### src/rtl/hfr_pkg.sv
// hfr_pkg: shared types, constants and matcher functions for the request framer
// used by every module of http_request_framer and by its checker
// no dependencies
`timescale 1ns / 1ps

package hfr_pkg;

    localparam int LENGTH_BITS = 31;

    localparam int IN_TDATA_W  = 8;
    localparam int OUT_FIELD_W = 8 + LENGTH_BITS;
    localparam int OUT_TDATA_W = ((OUT_FIELD_W + 7) / 8) * 8;
    localparam int OUT_TUSER_W = 4;

    // m_axis_tuser bit positions
    localparam int TU_IN_BODY     = 0;
    localparam int TU_HEADER_LAST = 1;
    localparam int TU_MULTIPART   = 2;
    localparam int TU_FAILED      = 3;

    localparam logic [7:0] CH_CR    = 8'h0d;
    localparam logic [7:0] CH_LF    = 8'h0a;
    localparam logic [7:0] CH_SPACE = 8'h20;
    localparam logic [7:0] CH_TAB   = 8'h09;
    localparam logic [7:0] CH_ZERO  = 8'h30;
    localparam logic [7:0] CH_NINE  = 8'h39;

    localparam int LEN_KEY_LEN  = 15;
    localparam int TYPE_KEY_LEN = 13;
    localparam int FORM_LEN     = 19;
    // after "multipart/form" a mismatch falls back to the lone leading 'm'
    localparam int FORM_REPEAT_AT = 14;

    localparam logic [LEN_KEY_LEN*8-1:0]  LEN_KEY_STR  = "Content-Length:";
    localparam logic [TYPE_KEY_LEN*8-1:0] TYPE_KEY_STR = "Content-Type:";
    localparam logic [FORM_LEN*8-1:0]     FORM_STR     = "multipart/form-data";

    localparam logic [3:0] LEN_KEY_DONE  = 4'(LEN_KEY_LEN);
    localparam logic [3:0] TYPE_KEY_DONE = 4'(TYPE_KEY_LEN);
    localparam logic [4:0] FORM_DONE     = 5'(FORM_LEN);

    typedef enum logic [1:0] {
        PH_HEADER = 2'b01,
        PH_BODY   = 2'b10
    } hfr_phase_t;

    typedef enum logic [3:0] {
        LV_NOT_FOUND = 4'b0001,
        LV_SKIP      = 4'b0010,
        LV_DIGITS    = 4'b0100,
        LV_DONE      = 4'b1000
    } hfr_len_mode_t;

    typedef enum logic [3:0] {
        TV_SEARCH = 4'b0001,
        TV_SKIP   = 4'b0010,
        TV_VALUE  = 4'b0100,
        TV_DONE   = 4'b1000
    } hfr_type_mode_t;

    typedef struct packed {
        logic [7:0] data_byte;
        logic       closed;
    } hfr_item_t;

    typedef struct packed {
        logic [7:0]             byte_out;
        logic                   in_body;
        logic                   header_last;
        logic                   request_last;
        logic [LENGTH_BITS-1:0] body_length;
        logic                   multipart;
        logic                   failed;
    } hfr_result_t;

    function automatic logic [7:0] len_key_char(input logic [3:0] idx);
        return LEN_KEY_STR[8*(LEN_KEY_LEN-1-int'(idx)) +: 8];
    endfunction

    function automatic logic [7:0] type_key_char(input logic [3:0] idx);
        return TYPE_KEY_STR[8*(TYPE_KEY_LEN-1-int'(idx)) +: 8];
    endfunction

    function automatic logic [7:0] form_char(input logic [4:0] idx);
        return FORM_STR[8*(FORM_LEN-1-int'(idx)) +: 8];
    endfunction

    function automatic logic [3:0] len_key_step(input logic [3:0] idx, input logic [7:0] c);
        logic [3:0] nxt;
        if (c == len_key_char(idx))
            nxt = idx + 4'd1;
        else if (c == len_key_char(4'd0))
            nxt = 4'd1;
        else
            nxt = 4'd0;
        return nxt;
    endfunction

    function automatic logic [3:0] type_key_step(input logic [3:0] idx, input logic [7:0] c);
        logic [3:0] nxt;
        if (c == type_key_char(idx))
            nxt = idx + 4'd1;
        else if (c == type_key_char(4'd0))
            nxt = 4'd1;
        else
            nxt = 4'd0;
        return nxt;
    endfunction

    function automatic logic [4:0] form_step(input logic [4:0] idx, input logic [7:0] c);
        logic [4:0] nxt;
        if (c == form_char(idx))
            nxt = idx + 5'd1;
        else if (idx == 5'(FORM_REPEAT_AT) && c == form_char(5'd1))
            nxt = 5'd2;
        else if (c == form_char(5'd0))
            nxt = 5'd1;
        else
            nxt = 5'd0;
        return nxt;
    endfunction

endpackage

### src/rtl/hfr_in_stage.sv
// hfr_in_stage: input register of the request framer
// holds one accepted item until the parser takes it; uses hfr_pkg
`timescale 1ns / 1ps

module hfr_in_stage
    import hfr_pkg::*;
(
    input  logic                  clk,
    input  logic                  rst_n,
    input  logic                  s_axis_tvalid,
    output logic                  s_axis_tready,
    input  logic [IN_TDATA_W-1:0] s_axis_tdata,   // data_byte
    input  logic [0:0]            s_axis_tuser,   // closed
    input  logic                  take,
    output logic                  item_valid,
    output hfr_item_t             item
);

    logic      valid_reg;
    hfr_item_t item_reg;

    assign s_axis_tready = !valid_reg || take;
    assign item_valid    = valid_reg;
    assign item          = item_reg;

    always_ff @(posedge clk or negedge rst_n)
    begin
        if (!rst_n)
        begin
            valid_reg <= 1'b0;
        end
        else if (s_axis_tready)
        begin
            valid_reg <= s_axis_tvalid;
        end
    end

    always_ff @(posedge clk)
    begin
        if (s_axis_tvalid && s_axis_tready)
        begin
            item_reg.data_byte <= s_axis_tdata[7:0];
            item_reg.closed    <= s_axis_tuser[0];
        end
    end

endmodule

### src/rtl/hfr_parse.sv
// hfr_parse: header matchers, length parser and body counter of the request framer
// one item per cycle while out_ready; state advances on take; uses hfr_pkg
`timescale 1ns / 1ps

module hfr_parse
    import hfr_pkg::*;
(
    input  logic        clk,
    input  logic        rst_n,
    input  logic        item_valid,
    input  hfr_item_t   item,
    input  logic        out_ready,
    output logic        take,
    output hfr_result_t result
);

    hfr_phase_t             phase_reg,      phase_next;
    logic [1:0]             blank_reg,      blank_next;
    logic [3:0]             len_key_reg,    len_key_next;
    hfr_len_mode_t          len_mode_reg,   len_mode_next;
    logic [LENGTH_BITS-1:0] accum_reg,      accum_next;
    logic [3:0]             type_key_reg,   type_key_next;
    hfr_type_mode_t         type_mode_reg,  type_mode_next;
    logic [4:0]             form_reg,       form_next;
    logic                   mp_reg,         mp_next;
    logic [LENGTH_BITS-1:0] remain_reg,     remain_next;

    logic [7:0]             c;
    logic                   is_ws;
    logic                   is_digit;
    logic                   prev_cr;
    logic                   blank_done;
    logic                   value_go;
    logic [3:0]             key_step;
    logic [3:0]             tkey_step;
    logic [4:0]             fstep;
    logic [LENGTH_BITS+3:0] accum_x10;
    logic [LENGTH_BITS+3:0] accum_sum;
    logic [LENGTH_BITS-1:0] remain_dec;
    logic                   req_last;

    assign take = item_valid && out_ready;
    assign c    = item.data_byte;

    always_comb
    begin
        is_ws      = c inside {CH_SPACE, CH_TAB};
        is_digit   = c inside {[CH_ZERO:CH_NINE]};
        prev_cr    = blank_reg[0];
        key_step   = len_key_step(len_key_reg, c);
        tkey_step  = type_key_step(type_key_reg, c);
        fstep      = form_step(form_reg, c);
        accum_x10  = {1'b0, accum_reg, 3'b000} + {3'b000, accum_reg, 1'b0};
        accum_sum  = accum_x10 + {{LENGTH_BITS{1'b0}}, c[3:0]};
        remain_dec = remain_reg - LENGTH_BITS'(1);
        blank_done = 1'b0;
        value_go   = 1'b0;
        req_last   = 1'b0;

        phase_next     = phase_reg;
        blank_next     = blank_reg;
        len_key_next   = len_key_reg;
        len_mode_next  = len_mode_reg;
        accum_next     = accum_reg;
        type_key_next  = type_key_reg;
        type_mode_next = type_mode_reg;
        form_next      = form_reg;
        mp_next        = mp_reg;
        remain_next    = remain_reg;

        result.byte_out     = c;
        result.in_body      = 1'b0;
        result.header_last  = 1'b0;
        result.request_last = 1'b0;
        result.body_length  = '0;
        result.multipart    = 1'b0;
        result.failed       = 1'b0;

        if (item.closed)
        begin
            result.byte_out = '0;
            result.failed   = 1'b1;
        end
        else if (phase_reg == PH_BODY)
        begin
            remain_next = remain_dec;
            req_last    = (remain_dec == '0);
            result.in_body = 1'b1;
        end
        else
        begin
            // blank line matcher: CR LF CR LF
            case (blank_reg)
                2'd1:    blank_next = (c == CH_LF) ? 2'd2 : ((c == CH_CR) ? 2'd1 : 2'd0);
                2'd2:    blank_next = (c == CH_CR) ? 2'd3 : 2'd0;
                2'd3:
                begin
                    blank_done = (c == CH_LF);
                    blank_next = (c == CH_CR) ? 2'd1 : 2'd0;
                end
                default: blank_next = (c == CH_CR) ? 2'd1 : 2'd0;
            endcase

            case (len_mode_reg)
                LV_NOT_FOUND:
                begin
                    if (key_step == LEN_KEY_DONE)
                    begin
                        len_key_next  = 4'd0;
                        len_mode_next = LV_SKIP;
                    end
                    else
                    begin
                        len_key_next = key_step;
                    end
                end
                LV_SKIP:
                begin
                    if (is_digit)
                    begin
                        accum_next    = {{(LENGTH_BITS-4){1'b0}}, c[3:0]};
                        len_mode_next = LV_DIGITS;
                    end
                    else if (!is_ws)
                    begin
                        accum_next    = '0;
                        len_mode_next = LV_DONE;
                    end
                end
                LV_DIGITS:
                begin
                    if (!is_digit)
                    begin
                        len_mode_next = LV_DONE;
                    end
                    else if (|accum_sum[LENGTH_BITS+3:LENGTH_BITS])
                    begin
                        accum_next    = '0;
                        len_mode_next = LV_DONE;
                    end
                    else
                    begin
                        accum_next = accum_sum[LENGTH_BITS-1:0];
                    end
                end
                default: ;
            endcase

            case (type_mode_reg)
                TV_SEARCH:
                begin
                    if (tkey_step == TYPE_KEY_DONE)
                    begin
                        type_key_next  = 4'd0;
                        type_mode_next = TV_SKIP;
                    end
                    else
                    begin
                        type_key_next = tkey_step;
                    end
                end
                TV_SKIP:  value_go = !is_ws;
                TV_VALUE: value_go = 1'b1;
                default:  ;
            endcase

            if (value_go)
            begin
                type_mode_next = TV_VALUE;
                if (c == CH_LF && prev_cr)
                begin
                    type_mode_next = TV_DONE;
                end
                else if (fstep == FORM_DONE)
                begin
                    mp_next        = 1'b1;
                    form_next      = 5'd0;
                    type_mode_next = TV_DONE;
                end
                else
                begin
                    form_next = fstep;
                end
            end

            if (blank_done)
            begin
                result.header_last = 1'b1;
                if (accum_next == '0)
                begin
                    req_last = 1'b1;
                end
                else
                begin
                    phase_next  = PH_BODY;
                    remain_next = accum_next;
                end
            end

            result.body_length = accum_next;
            result.multipart   = mp_next;
        end

        if (!item.closed && phase_reg == PH_BODY)
        begin
            result.body_length = accum_reg;
            result.multipart   = mp_reg;
        end
        result.request_last = req_last;

        // close or end of request: back to the reset state
        if (item.closed || req_last)
        begin
            phase_next     = PH_HEADER;
            blank_next     = 2'd0;
            len_key_next   = 4'd0;
            len_mode_next  = LV_NOT_FOUND;
            accum_next     = '0;
            type_key_next  = 4'd0;
            type_mode_next = TV_SEARCH;
            form_next      = 5'd0;
            mp_next        = 1'b0;
            remain_next    = '0;
        end
    end

    always_ff @(posedge clk or negedge rst_n)
    begin
        if (!rst_n)
        begin
            phase_reg     <= PH_HEADER;
            blank_reg     <= 2'd0;
            len_key_reg   <= 4'd0;
            len_mode_reg  <= LV_NOT_FOUND;
            accum_reg     <= '0;
            type_key_reg  <= 4'd0;
            type_mode_reg <= TV_SEARCH;
            form_reg      <= 5'd0;
            mp_reg        <= 1'b0;
            remain_reg    <= '0;
        end
        else if (take)
        begin
            phase_reg     <= phase_next;
            blank_reg     <= blank_next;
            len_key_reg   <= len_key_next;
            len_mode_reg  <= len_mode_next;
            accum_reg     <= accum_next;
            type_key_reg  <= type_key_next;
            type_mode_reg <= type_mode_next;
            form_reg      <= form_next;
            mp_reg        <= mp_next;
            remain_reg    <= remain_next;
        end
    end

endmodule

### src/rtl/hfr_out_stage.sv
// hfr_out_stage: result register with skid entry for the request framer
// packs results onto the master stream; uses hfr_pkg
`timescale 1ns / 1ps

module hfr_out_stage
    import hfr_pkg::*;
(
    input  logic                   clk,
    input  logic                   rst_n,
    input  logic                   push,
    input  hfr_result_t            result,
    output logic                   ready,
    output logic                   m_axis_tvalid,
    input  logic                   m_axis_tready,
    output logic [OUT_TDATA_W-1:0] m_axis_tdata,
    output logic [OUT_TUSER_W-1:0] m_axis_tuser,
    output logic                   m_axis_tlast
);

    logic        out_valid_reg;
    logic        skid_valid_reg;
    hfr_result_t out_reg;
    hfr_result_t skid_reg;
    logic        advance;

    assign ready   = !skid_valid_reg;
    assign advance = m_axis_tready || !out_valid_reg;

    always_ff @(posedge clk or negedge rst_n)
    begin
        if (!rst_n)
        begin
            out_valid_reg  <= 1'b0;
            skid_valid_reg <= 1'b0;
        end
        else if (advance)
        begin
            out_valid_reg  <= skid_valid_reg || push;
            skid_valid_reg <= 1'b0;
        end
        else if (push)
        begin
            skid_valid_reg <= 1'b1;
        end
    end

    always_ff @(posedge clk)
    begin
        if (advance)
        begin
            out_reg <= skid_valid_reg ? skid_reg : result;
        end
        else if (push)
        begin
            skid_reg <= result;
        end
    end

    assign m_axis_tvalid = out_valid_reg;
    assign m_axis_tdata  = {{(OUT_TDATA_W-OUT_FIELD_W){1'b0}}, out_reg.body_length,
                            out_reg.byte_out};
    assign m_axis_tuser  = {out_reg.failed, out_reg.multipart, out_reg.header_last,
                            out_reg.in_body};
    assign m_axis_tlast  = out_reg.request_last;

endmodule

### src/rtl/http_request_framer.sv
// http_request_framer: top level of the HTTP/1 request framer
// instantiates hfr_in_stage, hfr_parse and hfr_out_stage; uses hfr_pkg
//
// Takes one byte of a request stream per item and returns one result item per
// input item, one item per clock cycle sustained while the master side accepts
// results. Each item passes an input register, the matcher, length and
// body-count logic, and a result register; a skid entry behind the result
// register holds one result, so input is still taken when downstream first stalls.
// Until CR LF CR LF the block reads Content-Length (first occurrence, decimal
// prefix, 0 if absent, negative or too large) and flags multipart/form-data in
// the first Content-Type value, then counts body bytes and marks the last byte
// of each request with tlast. An item with the closed flag returns a failed
// result with all other fields zero and restarts parsing.
`timescale 1ns / 1ps

module http_request_framer
    import hfr_pkg::*;
(
    input  logic                   clk,
    input  logic                   rst_n,
    input  logic                   s_axis_tvalid,
    output logic                   s_axis_tready,
    input  logic [IN_TDATA_W-1:0]  s_axis_tdata,   // data_byte
    input  logic [0:0]             s_axis_tuser,   // closed
    output logic                   m_axis_tvalid,
    input  logic                   m_axis_tready,
    output logic [OUT_TDATA_W-1:0] m_axis_tdata,   // byte_out, body_length, zero pad
    output logic [OUT_TUSER_W-1:0] m_axis_tuser,   // in_body, header_last, multipart, failed
    output logic                   m_axis_tlast    // request_last
);

    logic        item_valid;
    hfr_item_t   item;
    logic        take;
    logic        out_ready;
    hfr_result_t result;

    hfr_in_stage u_in_stage (
        .clk           (clk),
        .rst_n         (rst_n),
        .s_axis_tvalid (s_axis_tvalid),
        .s_axis_tready (s_axis_tready),
        .s_axis_tdata  (s_axis_tdata),
        .s_axis_tuser  (s_axis_tuser),
        .take          (take),
        .item_valid    (item_valid),
        .item          (item)
    );

    hfr_parse u_parse (
        .clk        (clk),
        .rst_n      (rst_n),
        .item_valid (item_valid),
        .item       (item),
        .out_ready  (out_ready),
        .take       (take),
        .result     (result)
    );

    hfr_out_stage u_out_stage (
        .clk           (clk),
        .rst_n         (rst_n),
        .push          (take),
        .result        (result),
        .ready         (out_ready),
        .m_axis_tvalid (m_axis_tvalid),
        .m_axis_tready (m_axis_tready),
        .m_axis_tdata  (m_axis_tdata),
        .m_axis_tuser  (m_axis_tuser),
        .m_axis_tlast  (m_axis_tlast)
    );

endmodule

### config.mk
export PLATFORM = sky130hd
export DESIGN_NAME = http_request_framer
export DESIGN_NICKNAME = d
export VERILOG_FILES = /design/src/rtl/hfr_pkg.sv /design/src/rtl/hfr_in_stage.sv /design/src/rtl/hfr_parse.sv /design/src/rtl/hfr_out_stage.sv /design/src/rtl/http_request_framer.sv
export SDC_FILE = /design/constraint.sdc
export NUM_CORES = 1
export LEC_CHECK = 0
export ABC_AREA = 1
export ABC_CLOCK_PERIOD_IN_PS = 4000
export BUFFER_PORTS_ARGS = -buffer_cell sky130_fd_sc_hd__buf_2
export CAP_MARGIN = 0
export CORE_MARGIN = 2
export CORE_UTILIZATION = 54
export DETAILED_ROUTE_END_ITERATION = 7
export PLACE_DENSITY = 0.75
export SYNTH_ARGS = -nofsm -noshare
export SYNTH_HDL_FRONTEND = slang
export SYNTH_SLANG_ARGS = --single-unit
### constraint.sdc
create_clock -name clk -period 4 [get_ports clk]
set_input_delay 0.8 -clock clk [delete_from_list [all_inputs] [get_ports clk]]
set_output_delay 0.8 -clock clk [all_outputs]
set_load 0.005 [all_outputs]
==> impl_metrics.prom <==
# TYPE chip_impl_metric gauge
chip_impl_info{name="outcome",value="complete, but fails checks"} 1
chip_impl_info{name="violated_checks",value="setup timing"} 1
chip_impl_metric{name="netlist-cell-type-count",unit=""} 60
chip_impl_metric{name="clock-skew-final",unit="ps"} 13.18
chip_impl_metric{name="die-height",unit="µm"} 169.1
chip_impl_metric{name="antenna_found_initial",unit=""} 0
chip_impl_metric{name="post_route_cells_drive_above_1_share",unit="%"} 28.44
chip_impl_metric{name="syn-instance-count",unit=""} 2047
chip_impl_metric{name="final-hold-violation-count",unit=""} 0
chip_impl_metric{name="cts_buffers",unit=""} 17
chip_impl_metric{name="finalSetupViolations",unit=""} 88
chip_impl_metric{name="final.setup.worst_slack",unit="ps"} -223.2
chip_impl_metric{name="seq_area_frac_synth",unit="%"} 35.29
chip_impl_metric{name="timing.final.crit_share",unit="%"} 105.6
chip_impl_metric{name="initial_core_util",unit="%"} 54.76
chip_impl_metric{name="wl",unit="µm"} 45930
chip_impl_metric{name="flow.area_growth_from_synthesis",unit="%"} 27.86
chip_impl_metric{name="groute.usage.overall",unit="%"} 30.96
chip_impl_metric{name="vias",unit=""} 14910
chip_impl_metric{name="min_period",unit="ps"} 4223
chip_impl_metric{name="postSynthNetCount",unit=""} 2134
chip_impl_metric{name="drt-wirelength-per-cell",unit="µm"} 17.29
chip_impl_metric{name="grt_first_pass_wirelength",unit="µm"} 70460
chip_impl_metric{name="core_area",unit="µm²"} 26880
chip_impl_metric{name="drc_errors",unit=""} 0
chip_impl_info{name="critPathCaptureType",value="register"} 1
chip_impl_metric{name="critical_path_peak_fanout",unit=""} 7
chip_impl_metric{name="post_route_ant_nets",unit=""} 0
chip_impl_metric{name="synthesis.yosys.warnings",unit=""} 0
chip_impl_metric{name="number_of_port_buffers",unit=""} 58
chip_impl_metric{name="cts_htree_levels",unit=""} 4
chip_impl_info{name="cts_tree",value="yes"} 1
chip_impl_metric{name="hold_slack",unit="ps"} 467.4
chip_impl_metric{name="fmax",unit="GHz"} 0.2368
chip_impl_metric{name="ctsHoldBuffers",unit=""} 0
chip_impl_info{name="grt_setup_unrepaired",value="yes"} 1
chip_impl_metric{name="std_cell_rows",unit=""} 60
chip_impl_metric{name="ys_ff_latch",unit=""} 188
chip_impl_metric{name="die_area",unit="µm²"} 28590
chip_impl_metric{name="fin_cells",unit=""} 2656
chip_impl_metric{name="irDropWorstVdd",unit="mV"} 0.2614
chip_impl_metric{name="ff_latch_area",unit="µm²"} 5211
chip_impl_metric{name="max_cap_violations",unit=""} 0
chip_impl_metric{name="die_width",unit="µm"} 169.1
chip_impl_metric{name="cts_max_path_buffers",unit=""} 2
chip_impl_metric{name="nNetsFinal",unit=""} 2388
chip_impl_info{name="start_to_end_type_of_the_worst_setup_path",value="reg -> reg"} 1
chip_impl_metric{name="dp.final_hpwl",unit="µm"} 31950
chip_impl_metric{name="synthArstFlopShare",unit="%"} 48.40
chip_impl_info{name="cts-root-buf",value="sky130_fd_sc_hd__clkbuf_16"} 1
chip_impl_metric{name="cp.arrival",unit="ps"} 4560
chip_impl_info{name="critPathLaunchType",value="register"} 1
chip_impl_metric{name="multi_input_area",unit="µm²"} 8971
chip_impl_metric{name="netSwitchingFraction",unit="%"} 39.91
chip_impl_metric{name="combinational_share_of_power",unit="%"} 36.7
chip_impl_metric{name="synth_edf_count",unit=""} 97
chip_impl_metric{name="largest_net_degree_at_the_start_of_global_routing",unit=""} 77
chip_impl_metric{name="clock_latency",unit="ps"} 450
chip_impl_metric{name="power_per_cell_area",unit="nW/µm²"} 350.3
chip_impl_metric{name="max_slew_margin",unit="%"} 29.23
chip_impl_metric{name="grt_pass1_vias",unit=""} 13660
chip_impl_metric{name="drv_slew",unit=""} 0
chip_impl_metric{name="post_synth.cell_area_avg",unit="µm²"} 7.189
chip_impl_metric{name="synth.cell_area",unit="µm²"} 14720
chip_impl_metric{name="power.static_leakage",unit="nW"} 9.801
chip_impl_metric{name="dr.first_iter.drc_count",unit=""} 1532
chip_impl_metric{name="tritoncts_num_sinks",unit=""} 188
chip_impl_metric{name="cp.required",unit="ps"} 4340
chip_impl_metric{name="power_frac_seq",unit="%"} 36.6
chip_impl_metric{name="p_clk_share",unit="%"} 26.6
chip_impl_metric{name="net-switching-power",unit="W"} 0.002631
chip_impl_metric{name="timing_worst_slew_pin_value",unit="ps"} 1062
chip_impl_metric{name="grt-ovfl-total",unit=""} 0
chip_impl_metric{name="vias_cell",unit=""} 5.615
chip_impl_metric{name="clk_pin_slew_worst_paths",unit="ps"} 90
chip_impl_metric{name="placedCellCount",unit=""} 2576
chip_impl_info{name="hold_path.class",value="in -> async"} 1
chip_impl_metric{name="gp_congestion",unit=""} 0.9714
chip_impl_metric{name="drt_first_pass_iters",unit=""} 6
chip_impl_metric{name="internal_power",unit="W"} 0.003960
chip_impl_metric{name="largest_register_ff_count",unit=""} 44
chip_impl_info{name="yosys_most_used_dff",value="sky130_fd_sc_hd__edfxtp_1"} 1
chip_impl_metric{name="n_fill_cell",unit=""} 2097
chip_impl_metric{name="io_pins",unit=""} 60
==> cells by family after synthesis <==
logic type      share of synthesized area, %
compound gates                         11.84
simple gates                           31.64
xor+xnor                               4.225
fa+ha+maj                              6.393
flops                                  35.29
other cells                          0.02548
buf+inv                                10.58
==> layout by cell type (no fill, tap or decap), drive strengths merged, types with 4 or more instances in the layout <==
| cell type | n |
|---|---|
| xnor2 | 14 |
| nor2 | 254 |
| nand2 | 608 |
| nand4 | 24 |
| nor4 | 13 |
| nor3 | 24 |
| buf | 291 |
| edfxtp | 97 |
| o211ai | 16 |
| clkinv | 11 |
| nand3b | 8 |
| clkbuf | 23 |
| ha | 72 |
| inv | 299 |
| a31oi | 4 |
| or2 | 5 |
| o21ai | 172 |
| o21bai | 6 |
| dfrtp | 88 |
| nand3 | 128 |
| xor2 | 57 |
| a21oi | 74 |
==> critical path, cell delays in order, from the launching register on <==
cell and delay (ps):
sky130_fd_sc_hd__edfxtp_1 460, sky130_fd_sc_hd__ha_1 320, sky130_fd_sc_hd__ha_2 170, sky130_fd_sc_hd__inv_1 60, sky130_fd_sc_hd__fa_2 420, sky130_fd_sc_hd__o21bai_1 200, sky130_fd_sc_hd__nand2_1 110, sky130_fd_sc_hd__nand2_2 90
sky130_fd_sc_hd__buf_4 130, sky130_fd_sc_hd__a21o_1 130, sky130_fd_sc_hd__nand4_1 180, sky130_fd_sc_hd__buf_4 190, sky130_fd_sc_hd__nand3b_1 120, sky130_fd_sc_hd__nand3_1 100, sky130_fd_sc_hd__nand2_1 70, sky130_fd_sc_hd__nand2_1 70
sky130_fd_sc_hd__nand2_1 120, sky130_fd_sc_hd__nor2_1 60, sky130_fd_sc_hd__nand2_1 100, sky130_fd_sc_hd__nor2_4 50, sky130_fd_sc_hd__nand3_4 80, sky130_fd_sc_hd__nand2_4 60, sky130_fd_sc_hd__nor2_4 140, sky130_fd_sc_hd__nand3_2 120
sky130_fd_sc_hd__nand2_4 160, sky130_fd_sc_hd__buf_4 170, sky130_fd_sc_hd__clkbuf_16 170, sky130_fd_sc_hd__o21ai_2 60
==> synthesized netlist by cell type (11+ instances only) <==
cell type / count / share of area [%]
sky130_fd_sc_hd__dfrtp_1: 88 / 15
sky130_fd_sc_hd__nor3_1: 23 / 0.78
sky130_fd_sc_hd__a21oi_1: 54 / 1.8
sky130_fd_sc_hd__nor2_1: 235 / 6.0
sky130_fd_sc_hd__xor2_1: 57 / 3.4
sky130_fd_sc_hd__nand3_2: 11 / 0.75
sky130_fd_sc_hd__ha_1: 72 / 6.1
sky130_fd_sc_hd__a21oi_2: 20 / 1.2
sky130_fd_sc_hd__inv_1: 284 / 7.2
sky130_fd_sc_hd__buf_2: 12 / 0.41
sky130_fd_sc_hd__edfxtp_1: 97 / 20
sky130_fd_sc_hd__nor4_1: 11 / 0.47
sky130_fd_sc_hd__nand3_1: 116 / 3.9
sky130_fd_sc_hd__o21ai_0: 96 / 3.3
sky130_fd_sc_hd__nand4_1: 22 / 0.94
sky130_fd_sc_hd__nand2_2: 37 / 1.6
sky130_fd_sc_hd__buf_6: 13 / 0.99
sky130_fd_sc_hd__nand2_1: 567 / 14
sky130_fd_sc_hd__xnor2_1: 14 / 0.83
sky130_fd_sc_hd__o211ai_1: 16 / 0.82
sky130_fd_sc_hd__clkbuf_1: 23 / 0.59
sky130_fd_sc_hd__nor2_2: 12 / 0.51
sky130_fd_sc_hd__o21ai_2: 36 / 2.1
sky130_fd_sc_hd__o21ai_1: 40 / 1.4
==> area by class of cell <==
type	instances	share of cell area (%)
flip-flops and latches	188	27.69
clock buffers	17	2.261
repair buffers	297	13.18
multi-input cells	1502	47.68
inverters	295	5.911
diodes	1	0.01330
clock inverters	15	0.9974
well taps	341	2.267
==> power groups by stage <==
stage / registers (W) / clock network [W] / logic (W)
finish: 0.00241 / 0.00176 / 0.00242
global route: 0.00243 / 0.00183 / 0.00263
CTS: 0.00239 / 0.00176 / 0.00222
detailed placement: 0.00242 / 0 / 0.00204
global placement: 0.00242 / 0 / 0.00201
floorplan: 0.00241 / 0 / 0.00145
==> layer usage <==
layer / global-route usage [%] / wire (µm) / part of all wire [%] / vias to the layer above
met2: 49.93 / 21440 / 47 / 639
met3: 5.658 / 3900 / 8.5 / 109
met5: 0 / 0 / 0 / -
met4: 7.729 / 1237 / 2.7 / 0
li1: - / - / - / 7117
met1: 43.27 / 19360 / 42 / 7049
==> per-stage QoR <==
step           total power (W)  TNS, ps  cell area [µm²]  setup slack [ps]  util (%)
6_report              0.006591   -14160            18820            -223.2     70.01
2_1_floorplan         0.003856        0            14720             117.7         -
3_5_place_dp          0.004467   -18630            16570            -271.1     61.66
5_1_grt               0.006898   -29240            18810            -378.4     70.00
3_3_place_gp          0.004433   -14390            16570            -205.1     61.66
4_1_cts               0.006368    -5455            18000            -111.2     66.97
==> path summary, 6_finish.rpt <==
path                                           from                       end  slack [ps]  cells after the start
max                              u_in_stage.item[3]    u_parse.remain_reg[30]        -220                     27
min                                           rst_n    u_parse.remain_reg[14]         470                      1
max reg2reg                      u_in_stage.item[3]    u_parse.remain_reg[30]        -220                     27
min reg2reg                u_parse.type_mode_reg[0]  u_parse.type_mode_reg[0]         490                      2
max in group asynchronous                     rst_n      u_parse.accum_reg[4]        2670                      2
min in group clk           u_parse.type_mode_reg[0]  u_parse.type_mode_reg[0]         490                      2
==> what timing repair did <==
item	CTS	global route
setup buffers	25	14
gates cloned	7	6
gates resized for setup	127	131
pin swaps	33	55
endpoints found under the setup margin	89	92
Power figures use the tool's default switching activity.
